`config.mk`:
```
export PLATFORM = sky130hd
export DESIGN_NAME = ppsz_queue
export DESIGN_NICKNAME = d
export VERILOG_FILES = /design/src/hw/rtl/ppsz_pkg.sv /design/src/hw/rtl/ppsz_queue.sv
export SDC_FILE = /design/constraint.sdc
export NUM_CORES = 1
export LEC_CHECK = 0
export BUFFER_PORTS_ARGS = -buffer_cell sky130_fd_sc_hd__buf_2
export CAP_MARGIN = 20
export CELL_PAD_IN_SITES_DETAIL_PLACEMENT = 1
export CELL_PAD_IN_SITES_GLOBAL_PLACEMENT = 2
export CORE_MARGIN = 5
export CORE_UTILIZATION = 42
export CTS_CLUSTER_DIAMETER = 60
export CTS_CLUSTER_SIZE = 20
export DETAILED_ROUTE_END_ITERATION = 16
export HOLD_SLACK_MARGIN = 0.1
export PLACE_DENSITY_LB_ADDON = 0.1
export SYNTH_ARGS = -nofsm -noshare
export SYNTH_HDL_FRONTEND = slang
export SYNTH_SLANG_ARGS = --single-unit
```
`constraint.sdc`:
```
create_clock -name i_clk -period 10.87 [get_ports i_clk]
set_input_delay 2.174 -clock i_clk [delete_from_list [all_inputs] [get_ports i_clk]]
set_output_delay 2.174 -clock i_clk [all_outputs]
set_load 0.03 [all_outputs]
```
`src/hw/rtl/ppsz_pkg.sv`:
```
`default_nettype none
package ppsz_pkg;

    localparam int NUM_W = 36;            // divider numerator width
    localparam int DEN_W = 24;            // divider denominator width
    localparam int ADDR_MAX_W = 24;       // depth address, largest frame
    localparam logic [19:0] DEPTH_NUMER = 20'h80000;

    typedef enum logic {
        OP_DRAW,
        OP_DEPTH
    } t_op;

    typedef enum logic [2:0] {
        REG_CENTER_X,
        REG_CENTER_Y,
        REG_WINDOW_LEFT,
        REG_WINDOW_TOP,
        REG_WINDOW_RIGHT,
        REG_WINDOW_BOTTOM,
        REG_SIZE_SHIFT,
        REG_ASPECT_SHIFT
    } t_reg_idx;

    typedef struct packed {
        logic [12:0] center_x;
        logic [11:0] center_y;
        logic [8:0]  window_left;
        logic [7:0]  window_top;
        logic [8:0]  window_right;
        logic [7:0]  window_bottom;
        logic [3:0]  size_shift;
        logic        aspect_shift;
    } t_cfg;

    typedef struct packed {
        t_op                   op;
        logic [ADDR_MAX_W-1:0] addr;
        logic [8:0]            u;
        logic [7:0]            v;
        logic [2:0]            cols;
        logic [3:0]            rows;
        logic [15:0]           depth;
        logic [7:0]            color;
    } t_cmd;

    typedef enum logic [3:0] {
        F_IDLE,
        F_MULU,
        F_PREU,
        F_DIVU,
        F_MULV,
        F_PREV,
        F_DIVV,
        F_WIN,
        F_PRED,
        F_DIVD,
        F_SIZE,
        F_ADDR,
        F_PUSH
    } t_front_state;

    typedef enum logic [1:0] {
        B_CLEAR,
        B_IDLE,
        B_READ,
        B_TEST
    } t_back_state;

endpackage
`default_nettype wire

```
`src/hw/rtl/ppsz_queue.sv`:
```
`default_nettype none
// Two-entry command queue between front and back.
module ppsz_queue (
    input  wire logic            i_clk,
    input  wire logic            i_rst_n,
    input  wire logic            i_push,
    input  wire ppsz_pkg::t_cmd  i_cmd,
    output logic                 o_full,
    input  wire logic            i_pop,
    output logic                 o_valid,
    output ppsz_pkg::t_cmd       o_cmd
);
    ppsz_pkg::t_cmd r_slot [2];
    logic           r_wp, r_rp;
    logic [1:0]     r_count;

    always_ff @(posedge i_clk) begin
        if (!i_rst_n) begin
            r_wp    <= 1'b0;
            r_rp    <= 1'b0;
            r_count <= '0;
        end else begin
            if (i_push) r_wp <= !r_wp;
            if (i_pop)  r_rp <= !r_rp;
            r_count <= r_count + 2'(i_push) - 2'(i_pop);
        end
    end

    always_ff @(posedge i_clk) begin
        if (i_push) r_slot[r_wp] <= i_cmd;
    end

    assign o_full  = r_count == 2'd2;
    assign o_valid = r_count != 2'd0;
    assign o_cmd   = r_slot[r_rp];
endmodule
`default_nettype wire

```
==> impl_summary.md, run 1 <==
Timing
Setup violations remaining at the end of the flow were counted as 0. For the final database, setup skew stands at 0.00475 ns. Across all hold checks on the routed design, the worst slack comes to 0.583 ns. The number of slew-limit violations in the final report came to 0. The worst path setup slack after routing is 6.21 ns. The number of endpoints with negative hold slack in the final report is 0. In the finished design, the share of the clock period the worst path needs comes to 0.429. The upper clock frequency limit is 214 MHz.

Adding up every negative setup slack in the final design gives 0 ns. The transition time of the tightest slew-check pin is 1.02 ns. Setup repair after global routing left no endpoint under its margin. The minimum clock period is 4.66 ns. In this run the tightest slew margin relative to its limit is 0.318.

Worst setup path
The highest cell delay on the worst timing path is 0.77 ns. The maximum fanout along the worst path is 45. The start-to-end type of the worst setup path is reg2out. The required time of the critical path is 8.70 ns.

The arrival time of the worst setup path is 2.49 ns. In this design, the largest share of critical-path delay is due to buffers and inverters. STA classifies the critical path endpoint as a primary output. The number of buffer and inverter instances along the worst setup path is 2. Traced cell by cell, the critical path runs through buf_4 > mux2_2 > buf_2. The worst setup path is launched from a flop. The slowest stage of the critical path is the sky130_fd_sc_hd__buf_4 cell.

The startpoint of the worst register-to-register path is r_wp$_SDFFE_PN0P_.

Layout
The final core utilization is 0.523. The post-layout net count is 491. The finished cells cover 7210 um^2.

The number of antenna repair diodes is 0. The share of final-layout standard cells stronger than drive strength 1 is 0.591. The area added between synthesis and finish is 23.3%. The final non-filler cell total is 603. The fill cell total of the finished layout is 1297.

Logic synthesis
Yosys attributes the largest share of cell area to sky130_fd_sc_hd__edfxtp_1, sky130_fd_sc_hd__mux2_4, sky130_fd_sc_hd__buf_12. Synthesis produced 248 cells. The share of flip-flops with an asynchronous set or reset after synthesis is 0.

Counting flops with a built-in enable in the synthesized netlist gives 146. The average size of a mapped cell is 23.6 um^2. The Yosys warning count is 0. The distinct cell type count after synthesis is 14.

The summed instance area of the synthesized netlist is 5850 um^2. Ranked by instance count, the synthesized netlist is headed by sky130_fd_sc_hd__edfxtp_1, sky130_fd_sc_hd__mux2_4, sky130_fd_sc_hd__buf_12. The post-synthesis sequential area ratio is 0.767. Synthesis produced a netlist with a net count of 327.

The share of the synthesized area in the top cell type is 0.750. The post-synthesis cell type with the largest combined area is sky130_fd_sc_hd__edfxtp_1. Among all cell types in the netlist, the one instantiated most often is sky130_fd_sc_hd__edfxtp_1. The flop and latch count out of synthesis is 151.

Among all flip-flop cells after synthesis, the most frequent one is sky130_fd_sc_hd__edfxtp_1.

Global routing
The total track usage is 0.130. After global routing the overflow that remains totals 0. The number of global-route vias before repair is 2976. The global-route wire length before repair is 15700 um. The maximum number of pins on one net before global-route repair is 74. The number of antenna violations at the first check in global routing is 2.

Placed design
The minimum setup slack after placement is 6.55 ns. The count of buffers inserted at the top-level ports is 151. In this run the cell area measured after placement is 6710 um^2. The placer's final routability congestion estimate is 0.658. In this run, placement finished with an instance count of 573. The half-perimeter wire length of the detailed placement result is 6920 um.

Power and ir drop
Of the total power, combinational logic draws 0.141. The share of total power dissipated in sequential elements is 0.494. The total power divided by cell area is 193 nW/um^2. The switching fraction of total power is 0.237. The switching power summed over all nets is 0.330 mW. The analysis attributes to cell leakage a power of 2.87 nW. IR analysis of the VDD net gives a maximum drop of 129 uV.

The internal portion of the total power is 1.06 mW. The design draws 1.39 mW. The clock group share of total power is 0.365.

Clocking
In this run the post-CTS setup repair buffer count came out at 0. The clock latency at the later pin of the worst-skew pair is 0.41 ns. The H-tree generated during clock tree synthesis spans 4 levels.

Post-CTS repair changed the size of 0 cells. The tree built by TritonCTS fans out to 151 sinks. The root buffer cell chosen for the clock tree is sky130_fd_sc_hd__clkbuf_16. The CTS buffer count is 17.

TritonCTS built the clock tree. After clock tree synthesis, the clock-pin slew on the worst setup and hold paths is 0.05 ns. The maximum clock insertion buffer count is 2. The hold buffer count at CTS is 0.

Drt
In this run, the number of DRC markers left after iteration 0 of detailed routing was 111. The average wire length per cell after detail routing is 17.4 um. The detail route stage leaves a number of antenna-violating nets equal to 0.

After detailed routing, the number of remaining DRC violations is 0. The number of search-and-repair iterations in the first detailed-routing pass is 4. The detailed-route vias per instance is 4.64. Summed over all layers, the routed wires come to 10500 um. The total number of vias is 2798.

Status
The flow ran to the end, and the final reports show no timing, DRC or antenna violations.

Worst hold path
The type of the most critical hold path is reg2reg. The worst hold path begins at r_rp$_SDFFE_PN0P_.

Floorplan
In this run the vertical extent of the chip is 128 um. After floorplanning, the core was sized to cover 13800 um^2. The number of I/O pins is 152. The area of the die is 16400 um^2. The starting density of the core is 0.425. The die span in x is 128 um. In this run the core area contains 43 standard-cell rows.

Job
The count of maximum capacitance violations is 0.
cell families (layout without fill, tap and decap cells):
| group | after synthesis | in the layout | share of synthesized area |
|---|---|---|---|
| AOI/OAI and AO/OA | 1 | 1 | 0.00128 |
| DFF | 151 | 151 | 0.767 |
| muxes | 73 | 73 | 0.185 |
| buffers and inverters | 10 | 185 | 0.0272 |
| adders and majority gates | 2 | 2 | 0.00428 |
| xor gates and xnor gates | 2 | 2 | 0.00535 |
| and+or+nand+nor | 9 | 9 | 0.00963 |
final cells by class:
| class | count | area (um^2) | share of cell area |
|---|---|---|---|
| clock buffers | 22 | 444 | 0.0616 |
| clock inverters | 8 | 58.8 | 0.00816 |
| inverters | 2 | 7.51 | 0.00104 |
| multi-input cells | 87 | 1210 | 0.169 |
| flip-flops and latches | 151 | 4490 | 0.623 |
| well taps | 180 | 225 | 0.0312 |
| repair buffers | 153 | 771 | 0.107 |
state kept, by name (all words and copies together) (netlist names), named ones only:
signal   count
r_count      2
r_wp         1
r_rp         1
r_slot     146
power by group through the flow:
stage          combinational, mW  sequential (mW)  clock [mW]
4_1_cts                    0.200            0.688       0.520
5_1_grt                    0.208            0.690       0.550
6_report                   0.196            0.688       0.509
3_5_place_dp               0.200            0.700           0
2_1_floorplan              0.157            0.694           0
3_3_place_gp               0.197            0.698           0
worst min-delay path, delay by kind of cell, from the launching register on:
| kind | cells | cell delay, ns |
|---|---|---|
| AND/OR/NAND/NOR | 1 | 0.15 |
| flip-flops | 1 | 0.32 |
| XOR/XNOR | 1 | 0.07 |
layer usage:
layer / routed length (um) / vias up / global-route usage
met4: 186 / 4 / 0.0643
li1: - / 1302 / -
met3: 868 / 19 / 0.0513
met1: 4040 / 1375 / 0.146
met2: 5360 / 98 / 0.215
met5: 38 / - / 0
worst paths after layout:
check / slack (ns) / cells past startpoint / end
max: 6.21 / 3 / o_cmd[0]
max reg2reg: 8.73 / 2 / r_slot[0][9]$_DFFE_PP_
min: 0.58 / 2 / flop
min reg2reg: 0.58 / 2 / flop
layout by cell type (no fill, tap or decap), types with 2 or more instances in the layout:
master and n:
sky130_fd_sc_hd__mux2_2 3, sky130_fd_sc_hd__ha_1 2, sky130_fd_sc_hd__buf_4 2, sky130_fd_sc_hd__nor2b_1 3, sky130_fd_sc_hd__mux2_4 70, sky130_fd_sc_hd__clkinv_1 5
sky130_fd_sc_hd__dfxtp_1 4, sky130_fd_sc_hd__and2_1 3, sky130_fd_sc_hd__inv_1 2, sky130_fd_sc_hd__clkinv_2 2, sky130_fd_sc_hd__buf_2 151, sky130_fd_sc_hd__clkbuf_16 17
sky130_fd_sc_hd__edfxtp_1 146, sky130_fd_sc_hd__clkbuf_1 5
Power figures use the tool's default switching activity.
==> run 2: changes to the inputs <==
--- a/config.mk
+++ b/config.mk
@@ -10,7 +10,7 @@
 export CELL_PAD_IN_SITES_DETAIL_PLACEMENT = 1
 export CELL_PAD_IN_SITES_GLOBAL_PLACEMENT = 2
 export CORE_MARGIN = 5
-export CORE_UTILIZATION = 42
+export CORE_UTILIZATION = 35
 export CTS_CLUSTER_DIAMETER = 60
 export CTS_CLUSTER_SIZE = 20
 export DETAILED_ROUTE_END_ITERATION = 16
==> constraint.sdc (replaced) <==
create_clock -name i_clk -period 3.9 [get_ports i_clk]
set_input_delay 0.78 -clock i_clk [delete_from_list [all_inputs] [get_ports i_clk]]
set_output_delay 0.78 -clock i_clk [all_outputs]
set_load 0.03 [all_outputs]
==> run 2 against run 1 <==
  * Critical endpoint is now o_cmd[22]
  * Total power rose to 3.0 times the previous value
  * Critical path depth unchanged
  * Register-to-register slack worse by 6.6 ns
  * Global-route usage down 1.1 points
  * Die area up 18%
  * Sequential share of layout area down 2.0 points
  * Combinational power rose to 2.8 times the previous value
  * Clock skew down 0.00088 ns
  * Clock power rose to 3.4 times the previous value
  * Cell count up 7.3%
  * Highest routed layer unchanged
  * Utilization down 7.1 points
==> impl_summary.md, run 2 (synthesis results as in run 1) <==
Status
The flow ran to the end, and the final reports show no timing, DRC or antenna violations.

Global routing
The maximum number of pins on one net before global-route repair is 74 (unchanged). The number of global-route vias before repair is 3082 (+3.6%). The number of antenna violations at the first check in global routing is 3 (+1). The total track usage is 0.119 (-0.0112). The global-route wire length before repair is 17200 um (+9.8%). The remaining global-route overflow was 0 (unchanged).

Timing
The upper clock frequency limit is 345 MHz. The smallest hold slack was 0.550 ns (-0.0331 ns). The share of the clock period used by the worst path after layout is 0.743. The final-report setup violation count is 0 (unchanged). The number of endpoints with negative hold slack in the final report is 0 (unchanged). The final setup skew is 0.00387 ns (-0.000880 ns). The transition time of the tightest slew-check pin is 0.848 ns (-0.174 ns). The minimum clock period is 2.90 ns. The setup TNS is 0 ns (unchanged).

The relative slew slack is 0.433 (+0.115). The number of slew-limit violations in the final report was 0 (unchanged). Setup repair after global routing left no endpoint under its margin.

Layout
The top cell types in the final layout, fill and taps aside, are sky130_fd_sc_hd__buf_2, sky130_fd_sc_hd__edfxtp_1, sky130_fd_sc_hd__mux2_4, sky130_fd_sc_hd__clkbuf_16, sky130_fd_sc_hd__bufinv_16. Compared with the post-synthesis result, the final layout area differs by 27.4%. The flip-flop count of the largest register after layout is 146 (unchanged).

The post-layout net count came to 493 (+0.41%). The fill cell total of the finished layout is 1600 (+23%). In the final layout, the registers with the most flip-flops are r_slot: 146 flops, r_count: 2 flops. The number of antenna repair diodes came to 0 (unchanged). The library cell used most frequently in the layout, excluding fill and tap cells, is sky130_fd_sc_hd__buf_2. The share of final-layout standard cells stronger than drive strength 1 is 0.609 (+0.0179).

The largest register by flop count is r_slot.

Drt
The average wire length per cell after detail routing is 17.3 um (-0.77%). The sum of routed wire length over all layers came to 11200 um (+6.5%). The DRC violations left is 0 (unchanged). The detailed-route vias per instance is 4.31 (-7.1%).

The post-detailed-route count of antenna-violating nets came to 0 (unchanged). The number of search-and-repair iterations in the first detailed-routing pass is 3 (-1). The first-iteration detailed-routing DRC count came to 134 (+21%). The total number of vias is 2790 (-0.29%).

Placed design
The placer's final routability congestion estimate is 0.685 (+4.1%). The half-perimeter wire length of the detailed placement result is 7390 um (+6.8%). The count of buffers inserted at the top-level ports was 151 (unchanged).

Clocking
The count of buffers added by post-CTS timing repair for setup is 0 (unchanged). The maximum clock insertion buffer count is 2 (unchanged). The TritonCTS clock tree is yes. The clock latency at the later pin of the worst-skew pair came to 0.41 ns (about the same). The count of cells resized by post-cts repair was 0 (unchanged). The register clock-pin slew on the reported worst setup and hold paths is 0.06 ns (about the same).

The hold buffer count at CTS is 0 (unchanged). The maximum level of the CTS H-tree was 4 (unchanged). The CTS sink count is 151 (unchanged). The CTS buffer count was 17 (unchanged). CTS placed an instance of sky130_fd_sc_hd__clkbuf_16 at the clock tree root.

Worst setup path
The critical path is of the reg2out type. STA classifies the critical path endpoint as a primary output. The highest cell delay on the worst timing path is 0.80 ns (+0.03 ns). The required time of the critical path is 3.12 ns (-5.58 ns).

The arrival time of the worst setup path is 2.12 ns (-0.37 ns). The signal on the critical path passes through buf_12 > mux2_4 > buf_2. The worst setup path is launched from a flop. The slowest stage of the critical path is the sky130_fd_sc_hd__dfxtp_4 cell.

The startpoint of the worst register-to-register path is r_wp$_SDFFE_PN0P_. The maximum fanout along the worst path came to 38 (-16%).

Floorplan
The area of the die is 19400 um^2 (+18%). The number of I/O pins is 152 (unchanged). The number of core rows is 47 (+9.3%).

The die span in y is 139 um (+8.8%). The area of the placeable core is 16500 um^2 (+20%). The die span in x was 139 um (+8.8%).

The starting density of the core came to 0.355 (-0.0694).

Power and ir drop
The clock group share of total power came to 0.414 (+0.049). The internal power component is 3.24 mW (+210%). The switching power summed over all nets came to 0.971 mW (+190%).

The share of power burned in combinational logic came to 0.131 (-0.010). The leakage power summed over all cells is 2.96 nW (+2.9%). The sequential share of power is 0.456 (-0.038).

The total power divided by cell area is 566 nW/um^2 (+190%). The maximum vdd ir drop came to 270 uV (+110%). The switching fraction of total power is 0.230 (-0.00633).

Worst hold path
In this run the most critical hold path is launched from i_cmd[31]. The tightest min-delay check is of the in2reg type.

Job
The count of maximum capacitance violations is 0 (unchanged).
run 2: changes by cell type in the layout (fill, tap and decap cells not counted):
| cell | change |
|---|---|
| sky130_fd_sc_hd__clkbuf_1 | -3 |
| sky130_fd_sc_hd__clkinvlp_4 | +2 |
| sky130_fd_sc_hd__buf_12 | +2 |
| sky130_fd_sc_hd__clkinv_1 | -3 |
| sky130_fd_sc_hd__inv_6 | +2 |
| sky130_fd_sc_hd__buf_16 | +1 |
| sky130_fd_sc_hd__buf_4 | -1 |
| sky130_fd_sc_hd__bufinv_16 | +4 |
run 2: stage by stage:
step,area (um^2),power (mW),setup slack [ns],std cells,utilization
final,7450,4.21,1.00,647,0.452
after global routing,7450,4.39,0.881,647,0.452
after CTS,7420,4.28,0.927,646,0.451
after detailed placement,6790,2.52,1.38,614,0.412
after global placement,6790,2.51,1.40,614,0.412
after floorplan,5850,2.37,0.756,248,-
run 2: layout make-up:
cell class / count / area (um^2) / area share
repair buffers: 155 / 831 / 0.112
flip-flops and latches: 151 / 4490 / 0.602
multi-input cells: 87 / 1210 / 0.163
clock inverters: 13 / 200 / 0.0269
well taps: 220 / 275 / 0.0369
clock buffers: 19 / 433 / 0.0581
inverters: 2 / 7.51 / 0.00101
run 2: path summary, 6_finish.rpt:
kind | to | slack, ns | cells after the start
worst min register to register | flop | 0.58 | 2
worst max-delay path | o_cmd[22] | 1.00 | 3
worst min-delay path | r_slot[0][31]$_DFFE_PP_ | 0.55 | 1
worst max register to register | r_slot[0][32]$_DFFE_PP_ | 2.17 | 2
run 2: per-layer routing:
metal  up-vias  wire [um]  part of all wire  global-route usage
met2       102       5400              0.48               0.185
met1      1349       4650              0.42               0.140
li1       1310          -                 -                   -
met3        23        898             0.080              0.0556
met5         -         34            0.0030                   0
met4         6        197             0.018              0.0541
run 2: critical path, delay by kind of cell, from the launching register on:
| kind | cells | cell delay (ns) |
|---|---|---|
| buffers and inverters | 2 | 0.50 |
| flip-flops | 1 | 0.80 |
| multiplexers | 1 | 0.34 |
run 2: power by group through the flow:
| stage | registers, mW | clock network (mW) | logic (mW) |
|---|---|---|---|
| floorplan | 1.93 | 0 | 0.437 |
| global placement | 1.95 | 0 | 0.555 |
| detailed placement | 1.96 | 0 | 0.561 |
| CTS | 1.92 | 1.80 | 0.563 |
| global route | 1.93 | 1.87 | 0.587 |
| finish | 1.92 | 1.74 | 0.551 |
