[config.mk]
export PLATFORM = sky130hd
export DESIGN_NAME = ppsz_front
export DESIGN_NICKNAME = d
export VERILOG_FILES = /design/src/hw/rtl/ppsz_pkg.sv /design/src/hw/rtl/ppsz_div.sv /design/src/hw/rtl/ppsz_front.sv
export SDC_FILE = /design/constraint.sdc
export NUM_CORES = 2
export LEC_CHECK = 0
export ABC_AREA = 1
export BUFFER_PORTS_ARGS = -buffer_cell sky130_fd_sc_hd__buf_4
export CAP_MARGIN = 20
export CORE_MARGIN = 3
export CORE_UTILIZATION = 57
export DETAILED_ROUTE_END_ITERATION = 10
export PLACE_DENSITY = 0.8
export REMOVE_ABC_BUFFERS = 1
export SLEW_MARGIN = 30
export SYNTH_ARGS = -nofsm -noshare
export SYNTH_HDL_FRONTEND = slang
export SYNTH_SLANG_ARGS = --single-unit
[constraint.sdc]
create_clock -name i_clk -period 11.55 [get_ports i_clk]
set_input_delay 2.31 -clock i_clk [delete_from_list [all_inputs] [get_ports i_clk]]
set_output_delay 2.31 -clock i_clk [all_outputs]
set_load 0.01 [all_outputs]
[src/hw/rtl/ppsz_pkg.sv]
`default_nettype none
package ppsz_pkg;

    localparam int NUM_W = 36;            // divider numerator width
    localparam int DEN_W = 24;            // divider denominator width
    localparam int ADDR_MAX_W = 24;       // depth address, largest frame
    localparam logic [19:0] DEPTH_NUMER = 20'h80000;

    typedef enum logic {
        OP_DRAW,
        OP_DEPTH
    } t_op;

    typedef enum logic [2:0] {
        REG_CENTER_X,
        REG_CENTER_Y,
        REG_WINDOW_LEFT,
        REG_WINDOW_TOP,
        REG_WINDOW_RIGHT,
        REG_WINDOW_BOTTOM,
        REG_SIZE_SHIFT,
        REG_ASPECT_SHIFT
    } t_reg_idx;

    typedef struct packed {
        logic [12:0] center_x;
        logic [11:0] center_y;
        logic [8:0]  window_left;
        logic [7:0]  window_top;
        logic [8:0]  window_right;
        logic [7:0]  window_bottom;
        logic [3:0]  size_shift;
        logic        aspect_shift;
    } t_cfg;

    typedef struct packed {
        t_op                   op;
        logic [ADDR_MAX_W-1:0] addr;
        logic [8:0]            u;
        logic [7:0]            v;
        logic [2:0]            cols;
        logic [3:0]            rows;
        logic [15:0]           depth;
        logic [7:0]            color;
    } t_cmd;

    typedef enum logic [3:0] {
        F_IDLE,
        F_MULU,
        F_PREU,
        F_DIVU,
        F_MULV,
        F_PREV,
        F_DIVV,
        F_WIN,
        F_PRED,
        F_DIVD,
        F_SIZE,
        F_ADDR,
        F_PUSH
    } t_front_state;

    typedef enum logic [1:0] {
        B_CLEAR,
        B_IDLE,
        B_READ,
        B_TEST
    } t_back_state;

endpackage
`default_nettype wire

[src/hw/rtl/ppsz_div.sv]
`default_nettype none
// Restoring divider, one quotient bit per cycle.
module ppsz_div (
    input  wire logic                        i_clk,
    input  wire logic                        i_rst_n,
    input  wire logic                        i_start,
    input  wire logic [ppsz_pkg::NUM_W-1:0]  i_num,
    input  wire logic [ppsz_pkg::DEN_W-1:0]  i_den,
    output logic                             o_done,
    output logic [ppsz_pkg::NUM_W-1:0]       o_quo
);
    localparam int NW = ppsz_pkg::NUM_W;
    localparam int DW = ppsz_pkg::DEN_W;
    localparam int CW = $clog2(NW);
    localparam logic [CW-1:0] CNT_LAST = CW'(NW - 1);

    logic [DW-1:0] r_rem;
    logic [DW-1:0] r_den;
    logic [NW-1:0] r_quo;
    logic [CW-1:0] r_cnt;
    logic          r_busy;
    logic          r_done;
    logic [DW:0]   trial;
    logic          ge;

    assign trial = {r_rem, r_quo[NW-1]};
    assign ge    = trial >= {1'b0, r_den};

    always_ff @(posedge i_clk) begin
        if (!i_rst_n) begin
            r_busy <= 1'b0;
            r_done <= 1'b0;
            r_cnt  <= '0;
        end else begin
            r_done <= 1'b0;
            if (i_start) begin
                r_busy <= 1'b1;
                r_cnt  <= '0;
                r_quo  <= i_num;
                r_rem  <= '0;
                r_den  <= i_den;
            end else if (r_busy) begin
                r_quo <= {r_quo[NW-2:0], ge};
                r_rem <= ge ? DW'(trial - {1'b0, r_den}) : trial[DW-1:0];
                r_cnt <= r_cnt + 1'b1;
                if (r_cnt == CNT_LAST) begin
                    r_busy <= 1'b0;
                    r_done <= 1'b1;
                end
            end
        end
    end

    assign o_done = r_done;
    assign o_quo  = r_quo;
endmodule
`default_nettype wire

[src/hw/rtl/ppsz_front.sv]
`default_nettype none
// Accepts beats, culls, projects and sizes particles, emits commands.
module ppsz_front #(
    parameter int FRAME_WIDTH  = 320,
    parameter int FRAME_HEIGHT = 240,
    parameter int SIZE_MIN     = 1,
    parameter int SIZE_MAX     = 4,
    parameter int Z_CLIP       = 128
) (
    input  wire logic            i_clk,
    input  wire logic            i_rst_n,
    input  wire ppsz_pkg::t_cfg  i_cfg,
    input  wire logic            i_clearing,
    input  wire logic            i_valid,
    output logic                 o_ready,
    input  wire logic            i_kind,
    input  wire logic [103:0]    i_data,
    output logic                 o_push,
    output ppsz_pkg::t_cmd       o_cmd,
    input  wire logic            i_full
);
    localparam int NW = ppsz_pkg::NUM_W;
    localparam int DW = ppsz_pkg::DEN_W;

    ppsz_pkg::t_front_state r_state, n_state;

    logic signed [20:0] r_x, r_y, r_z;
    logic [7:0]         r_color;
    logic [8:0]         r_atx;
    logic [7:0]         r_aty;
    logic [14:0]        r_din;
    logic               r_kind;
    logic signed [NW-1:0] r_num;
    logic signed [NW:0]   r_u, r_v;
    logic [15:0]        r_depth;
    logic [2:0]         r_cols;
    logic [3:0]         r_rows;
    ppsz_pkg::t_cmd     r_cmd;

    logic               accept;
    logic signed [20:0] in_z;
    logic [32:0]        mul;
    logic signed [NW-1:0] num_calc;
    logic               neg;
    logic [NW-1:0]      mag;
    logic [DW-1:0]      den16;
    logic               div_start;
    logic [NW-1:0]      div_num;
    logic [DW-1:0]      div_den;
    logic               div_done;
    logic [NW-1:0]      div_quo;
    logic signed [NW:0] quo_s;
    logic               win_miss;
    logic [15:0]        shifted;
    logic [2:0]         size;
    logic [3:0]         rows;
    logic [2:0]         cols_eff;
    logic [3:0]         rows_eff;
    logic [8:0]         u9;
    logic [7:0]         v8;

    assign in_z   = $signed(i_data[62:42]);
    assign accept = i_valid && o_ready;
    assign u9     = r_u[8:0];
    assign v8     = r_v[7:0];

    // shared multiplier: center times z for either axis
    assign mul = 33'(r_z[19:0]) *
                 33'((r_state == ppsz_pkg::F_MULU) ? i_cfg.center_x : {1'b0, i_cfg.center_y});
    assign num_calc = $signed(NW'(mul))
                    + ((r_state == ppsz_pkg::F_MULU) ? ($signed(NW'(r_x)) <<< 4)
                                                     : -($signed(NW'(r_y)) <<< 4))
                    + ($signed(NW'(r_z)) <<< 3);

    // floor of a negative quotient: divide |n|+d-1 and negate
    assign neg   = r_num[NW-1];
    assign mag   = neg ? NW'(-r_num) : NW'(r_num);
    assign den16 = {r_z[19:0], 4'b0};

    always_comb begin
        div_start = 1'b0;
        div_num   = neg ? NW'(mag + NW'(den16) - NW'(1)) : mag;
        div_den   = den16;
        case (r_state)
            ppsz_pkg::F_PREU, ppsz_pkg::F_PREV: div_start = 1'b1;
            ppsz_pkg::F_PRED: begin
                div_start = 1'b1;
                div_num   = NW'(ppsz_pkg::DEPTH_NUMER);
                div_den   = DW'(r_z[19:0]);
            end
            default: ;
        endcase
    end

    assign quo_s = neg ? -$signed({1'b0, div_quo}) : $signed({1'b0, div_quo});

    ppsz_div u_div (
        .i_clk   (i_clk),
        .i_rst_n (i_rst_n),
        .i_start (div_start),
        .i_num   (div_num),
        .i_den   (div_den),
        .o_done  (div_done),
        .o_quo   (div_quo)
    );

    assign win_miss = (r_v > $signed((NW+1)'(i_cfg.window_bottom)))
                   || (r_u > $signed((NW+1)'(i_cfg.window_right)))
                   || (r_v < $signed((NW+1)'(i_cfg.window_top)))
                   || (r_u < $signed((NW+1)'(i_cfg.window_left)));

    // square size and the part of it that lies on the frame
    always_comb begin
        shifted = r_depth >> i_cfg.size_shift;
        if (int'(shifted) < SIZE_MIN)      size = 3'(SIZE_MIN);
        else if (int'(shifted) > SIZE_MAX) size = 3'(SIZE_MAX);
        else                               size = shifted[2:0];
        rows = {1'b0, size} << i_cfg.aspect_shift;
        if (int'(u9) + int'(size) <= FRAME_WIDTH) cols_eff = size;
        else if (int'(u9) < FRAME_WIDTH)          cols_eff = 3'(FRAME_WIDTH - int'(u9));
        else                                      cols_eff = '0;
        if (int'(v8) + int'(rows) <= FRAME_HEIGHT) rows_eff = rows;
        else if (int'(v8) < FRAME_HEIGHT)          rows_eff = 4'(FRAME_HEIGHT - int'(v8));
        else                                       rows_eff = '0;
    end

    always_comb begin
        n_state = r_state;
        o_ready = 1'b0;
        case (r_state)
            ppsz_pkg::F_IDLE: begin
                o_ready = !i_clearing;
                if (accept) begin
                    if (i_kind) begin
                        if (int'(i_data[79:71]) < FRAME_WIDTH
                                && int'(i_data[87:80]) < FRAME_HEIGHT)
                            n_state = ppsz_pkg::F_ADDR;
                    end else if (in_z >= Z_CLIP) begin
                        n_state = ppsz_pkg::F_MULU;
                    end
                end
            end
            ppsz_pkg::F_MULU: n_state = ppsz_pkg::F_PREU;
            ppsz_pkg::F_PREU: n_state = ppsz_pkg::F_DIVU;
            ppsz_pkg::F_DIVU: if (div_done) n_state = ppsz_pkg::F_MULV;
            ppsz_pkg::F_MULV: n_state = ppsz_pkg::F_PREV;
            ppsz_pkg::F_PREV: n_state = ppsz_pkg::F_DIVV;
            ppsz_pkg::F_DIVV: if (div_done) n_state = ppsz_pkg::F_WIN;
            ppsz_pkg::F_WIN:  n_state = win_miss ? ppsz_pkg::F_IDLE : ppsz_pkg::F_PRED;
            ppsz_pkg::F_PRED: n_state = ppsz_pkg::F_DIVD;
            ppsz_pkg::F_DIVD: if (div_done) n_state = ppsz_pkg::F_SIZE;
            ppsz_pkg::F_SIZE:
                n_state = (cols_eff == '0 || rows_eff == '0) ? ppsz_pkg::F_IDLE
                                                             : ppsz_pkg::F_ADDR;
            ppsz_pkg::F_ADDR: n_state = ppsz_pkg::F_PUSH;
            ppsz_pkg::F_PUSH: if (!i_full) n_state = ppsz_pkg::F_IDLE;
            default: n_state = ppsz_pkg::F_IDLE;
        endcase
    end

    always_ff @(posedge i_clk) begin
        if (!i_rst_n) r_state <= ppsz_pkg::F_IDLE;
        else          r_state <= n_state;
    end

    always_ff @(posedge i_clk) begin
        if (accept) begin
            r_kind  <= i_kind;
            r_x     <= $signed(i_data[20:0]);
            r_y     <= $signed(i_data[41:21]);
            r_z     <= in_z;
            r_color <= i_data[70:63];
            r_atx   <= i_data[79:71];
            r_aty   <= i_data[87:80];
            r_din   <= i_data[102:88];
        end
        if (r_state == ppsz_pkg::F_MULU || r_state == ppsz_pkg::F_MULV)
            r_num <= num_calc;
        if (r_state == ppsz_pkg::F_DIVU && div_done) r_u <= quo_s;
        if (r_state == ppsz_pkg::F_DIVV && div_done) r_v <= quo_s;
        if (r_state == ppsz_pkg::F_DIVD && div_done) r_depth <= div_quo[15:0];
        if (r_state == ppsz_pkg::F_SIZE) begin
            r_cols <= cols_eff;
            r_rows <= rows_eff;
        end
        if (r_state == ppsz_pkg::F_ADDR) begin
            r_cmd.color <= r_color;
            r_cmd.cols  <= r_cols;
            r_cmd.rows  <= r_rows;
            if (r_kind) begin
                r_cmd.op    <= ppsz_pkg::OP_DEPTH;
                r_cmd.addr  <= ppsz_pkg::ADDR_MAX_W'(int'(r_aty) * FRAME_WIDTH + int'(r_atx));
                r_cmd.depth <= {1'b0, r_din};
                r_cmd.u     <= r_atx;
                r_cmd.v     <= r_aty;
            end else begin
                r_cmd.op    <= ppsz_pkg::OP_DRAW;
                r_cmd.addr  <= ppsz_pkg::ADDR_MAX_W'(int'(v8) * FRAME_WIDTH + int'(u9));
                r_cmd.depth <= r_depth;
                r_cmd.u     <= u9;
                r_cmd.v     <= v8;
            end
        end
    end

    assign o_push = (r_state == ppsz_pkg::F_PUSH) && !i_full;
    assign o_cmd  = r_cmd;
endmodule
`default_nettype wire

==> parameters.txt <==
Parameter                              Value

Synth
  Prevailing post-synth register cell ... sky130_fd_sc_hd__edfxtp_1
  Number of synthesized flops with an enable pin ... 382
  Area of the mapped netlist ... 34,280 sq um
  Gate Count Post-Synth ... 4,021
  Cell variety after synth ... 67
  Sequential area share after synthesis ... 34.16%
  Flip-flop and latch count after synthesis ... 394
  Cells taking the most area after synthesis ... sky130_fd_sc_hd__edfxtp_1, sky130_fd_sc_hd__fa_1, sky130_fd_sc_hd__ha_1
  Synth area leader ... sky130_fd_sc_hd__edfxtp_1
  Per-instance average area after synthesis ... 8.526 sq um
  Async SR Flop Fraction ... 0%
  Yosys warnings ... 0
  Proportion of netlist area held by the largest area contributor ... 33.46%

Timing
  Fin crit share ... 91.06%
  Max frequency ... 95.08 MHz
  Setup_tns ... 0 ps
  Number of endpoints failing setup at the final stage ... 0
  Max-Slew Margin vs Limit ... 26.72%
  Final hold vios ... 0
  Final critical path time including I/O delays and setup ... 10,520 ps
  Final Slew Violations ... 0
  Setup clock skew after layout ... 28.02 ps
  Slew @ Worst Pin ... 1088 ps
  Setup repair after global routing missed its margin ... no

Clock tree
  Quantity of hold-fixing buffers added after cts ... 0
  Maximum root-to-sink buffer count ... 3
  Number of setup buffers added after CTS ... 0
  Quantity of gates resized following cts ... 0
  Worst-path clk slew ... 60 ps
  Number of sinks driven by the clock tree ... 394
  TritonCTS buffer count ... 44
  Number of levels the H-tree was split into ... 2
  Master cell of the clock root buffer ... sky130_fd_sc_hd__clkbuf_16
  Clk_lat worst skew ... 600 ps
  CTS tree ... yes

Route
  Vias ... 27,895
  Pre-Repair DR Iteration Count ... 5
  Antenna violation net count after detailed routing ... 0
  Remaining DRCs ... 0
  Vias/cell ... 5.535
  Iteration-0 DRC count of the detailed router ... 2,287
  Total Wirelength ... 86,280 microns
  DR WL/cell ... 17.12 microns

Worst setup path
  Slowest-stage cell, CP ... sky130_fd_sc_hd__clkinv_1
  Critical setup path kind ... primary input to flop
  Worst reg2reg setup slack ... 1240 ps
  Largest fanout of any net on the critical path ... 11
  Worst Path Required ... 11,860 ps
  Reg2Reg Launch Point ... r_state[0]
  Worst setup path startpoint ... i_cfg[45]
  Slowest stage delay, CP ... 660 ps
  Nature of the critical path startpoint ... primary input
  Category of the worst setup path capture point ... flop
  Arr. time, crit path ... 10,830 ps

Floorplanning
  Standard-cell row count ... 89
  Top-level port count ... 249
  Area of the core region ... 59,240 sq um
  Total Die Area ... 63,130 sq um
  Initial Utilization ... 57.87%
  Horiz. Die Dim ... 251.3 microns
  DIE HEIGHT ... 251.3 microns

Placement
  Number of port buffers ... 241
  Detail Placement HPWL ... 66,350 microns
  Weighted congestion reported at the end of routability-driven placement ... 0.9468

GRT
  Largest net degree at the start of global routing ... 61
  Total global routing overflow ... 0
  Antenna violations before repair ... 0
  Global-route wire length before repair ... 138,300 microns
  Global-route total usage across every layer ... 27.43%
  Number of global-route vias before repair ... 27,561

Min path
  Hold Crit Start ... r_rows[0]
  Class of the tightest hold or removal check ... flop to flop

Status
  Status ... finished clean

Final layout
  Final-stage net count ... 4,906
  Layout cell share with drive strength beyond 1 ... 9.541%
  Area Growth Syn to Fin ... 11.73%

Job
  Max Cap Viol ... 0
==> final cells by class <==
| type | instances | area [sq um] |
|---|---|---|
| multi-input combinational | 2722 | 19100 |
| inverter | 805 | 3029 |
| fill | 4840 | 20940 |
| timing repair buffer | 264 | 2002 |
| antenna | 1 | 2.502 |
| clock inverter | 31 | 365.4 |
| tap | 773 | 967.2 |
| clock buffer | 50 | 1124 |
| sequential | 394 | 11710 |
==> cells in the mapped netlist (46+ instances only) <==
library cell,count
sky130_fd_sc_hd__a21oi_1,231
sky130_fd_sc_hd__nand3_1,135
sky130_fd_sc_hd__clkbuf_1,73
sky130_fd_sc_hd__nor2_1,389
sky130_fd_sc_hd__edfxtp_1,382
sky130_fd_sc_hd__ha_1,265
sky130_fd_sc_hd__inv_1,784
sky130_fd_sc_hd__nand2_1,727
sky130_fd_sc_hd__o21ai_0,228
sky130_fd_sc_hd__xor2_1,143
sky130_fd_sc_hd__fa_1,236
sky130_fd_sc_hd__nor3_1,46
==> critical path, delay by kind of cell <==
family | cells | cell delay, ps
AO/OA/AOI/OAI | 9 | 2010
XOR/XNOR | 2 | 540
adder cells (fa/ha/maj) | 8 | 3560
buffers and inverters | 7 | 1340
AND/OR/NAND/NOR | 10 | 1080
==> path summary, 6_finish.rpt <==
| check | endpoint | cells after the start |
|---|---|---|
| max | r_num[32] | 36 |
| min | o_cmd[24] | 0 |
| min reg2reg | o_cmd[24] | 0 |
| max reg2reg | r_num[32] | 40 |
==> registers in the layout, summed over array words and instances, names as in the netlist, 21 cells and up <==
signal,flops
r_x,21
r_num,36
r_z,21
u_div.r_den,24
r_y,21
u_div.o_quo,36
r_u,37
o_cmd,61
r_v,37
u_div.r_rem,24
==> per-stage QoR <==
| step | utilization [%] | setup WS [ps] | hold slack (ps) | instances | instance area [sq um] |
|---|---|---|---|---|---|
| detailed placement | 62.14 | 717.0 | 404.5 | 4958 | 36810 |
| finish | 64.66 | 1032 | 417.1 | 5040 | 38310 |
| floorplan | - | 272.4 | 400.3 | 3921 | 33810 |
| global placement | 62.10 | 857.8 | 400.4 | 4957 | 36790 |
| CTS | 64.66 | 1296 | 418.7 | 5039 | 38300 |
| global route | 64.66 | 669.5 | 425.6 | 5039 | 38300 |
==> cells by family (layout without fill, tap and decap cells) <==
group / count (synthesis) / count (layout) / synth area share (%)
buffers and inverters: 911 / 1150 / 10.30
AOI/OAI and AO/OA: 603 / 603 / 9.803
xor gates and xnor gates: 185 / 185 / 4.726
DFF: 394 / 394 / 34.16
adders and majority gates: 501 / 501 / 23.45
other: 1 / 8 / 0.01094
and+or+nand+nor: 1424 / 1424 / 17.50
muxes: 2 / 2 / 0.05839
==> placed cells by master, fill, tap and decap left out, types with 8 or more instances in the layout <==
| cell type | n |
|---|---|
| sky130_fd_sc_hd__nor2_1 | 385 |
| sky130_fd_sc_hd__fa_1 | 236 |
| sky130_fd_sc_hd__nor4_1 | 17 |
| sky130_fd_sc_hd__o21ai_1 | 18 |
| sky130_fd_sc_hd__or2_2 | 21 |
| sky130_fd_sc_hd__nand3_1 | 135 |
| sky130_fd_sc_hd__xor2_1 | 143 |
| sky130_fd_sc_hd__nand2_1 | 726 |
| sky130_fd_sc_hd__nor3_1 | 45 |
| sky130_fd_sc_hd__inv_1 | 782 |
| sky130_fd_sc_hd__xnor2_1 | 42 |
| sky130_fd_sc_hd__o21a_1 | 8 |
| sky130_fd_sc_hd__a21oi_1 | 231 |
| sky130_fd_sc_hd__a21o_1 | 14 |
| sky130_fd_sc_hd__clkinv_1 | 26 |
| sky130_fd_sc_hd__clkbuf_16 | 44 |
| sky130_fd_sc_hd__o21bai_1 | 9 |
| sky130_fd_sc_hd__nand4_1 | 39 |
| sky130_fd_sc_hd__nor3_2 | 8 |
| sky130_fd_sc_hd__nand2_2 | 10 |
| sky130_fd_sc_hd__edfxtp_1 | 382 |
| sky130_fd_sc_hd__ha_1 | 265 |
| sky130_fd_sc_hd__a31oi_1 | 21 |
| sky130_fd_sc_hd__o211ai_1 | 14 |
| sky130_fd_sc_hd__o21ai_0 | 226 |
| sky130_fd_sc_hd__nand3_2 | 9 |
| sky130_fd_sc_hd__buf_4 | 263 |
| sky130_fd_sc_hd__nor2_2 | 8 |
| sky130_fd_sc_hd__dfxtp_1 | 12 |
==> per-layer routing <==
layer  up-vias  global-route usage [%]  routed length (microns)  part of all wire [%]
met5         -                       0                        0                     0
li1      13378                       -                        -                     -
met4         0                   14.92                     5275                   6.1
met3       295                   4.418                     7068                   8.2
met1     12998                   33.93                    33320                    39
met2      1224                   46.35                    40610                    47
Power is left out: the tool's default activity adds up to more than one toggle a clock period on the data nets, which glitch-free logic cannot reach.
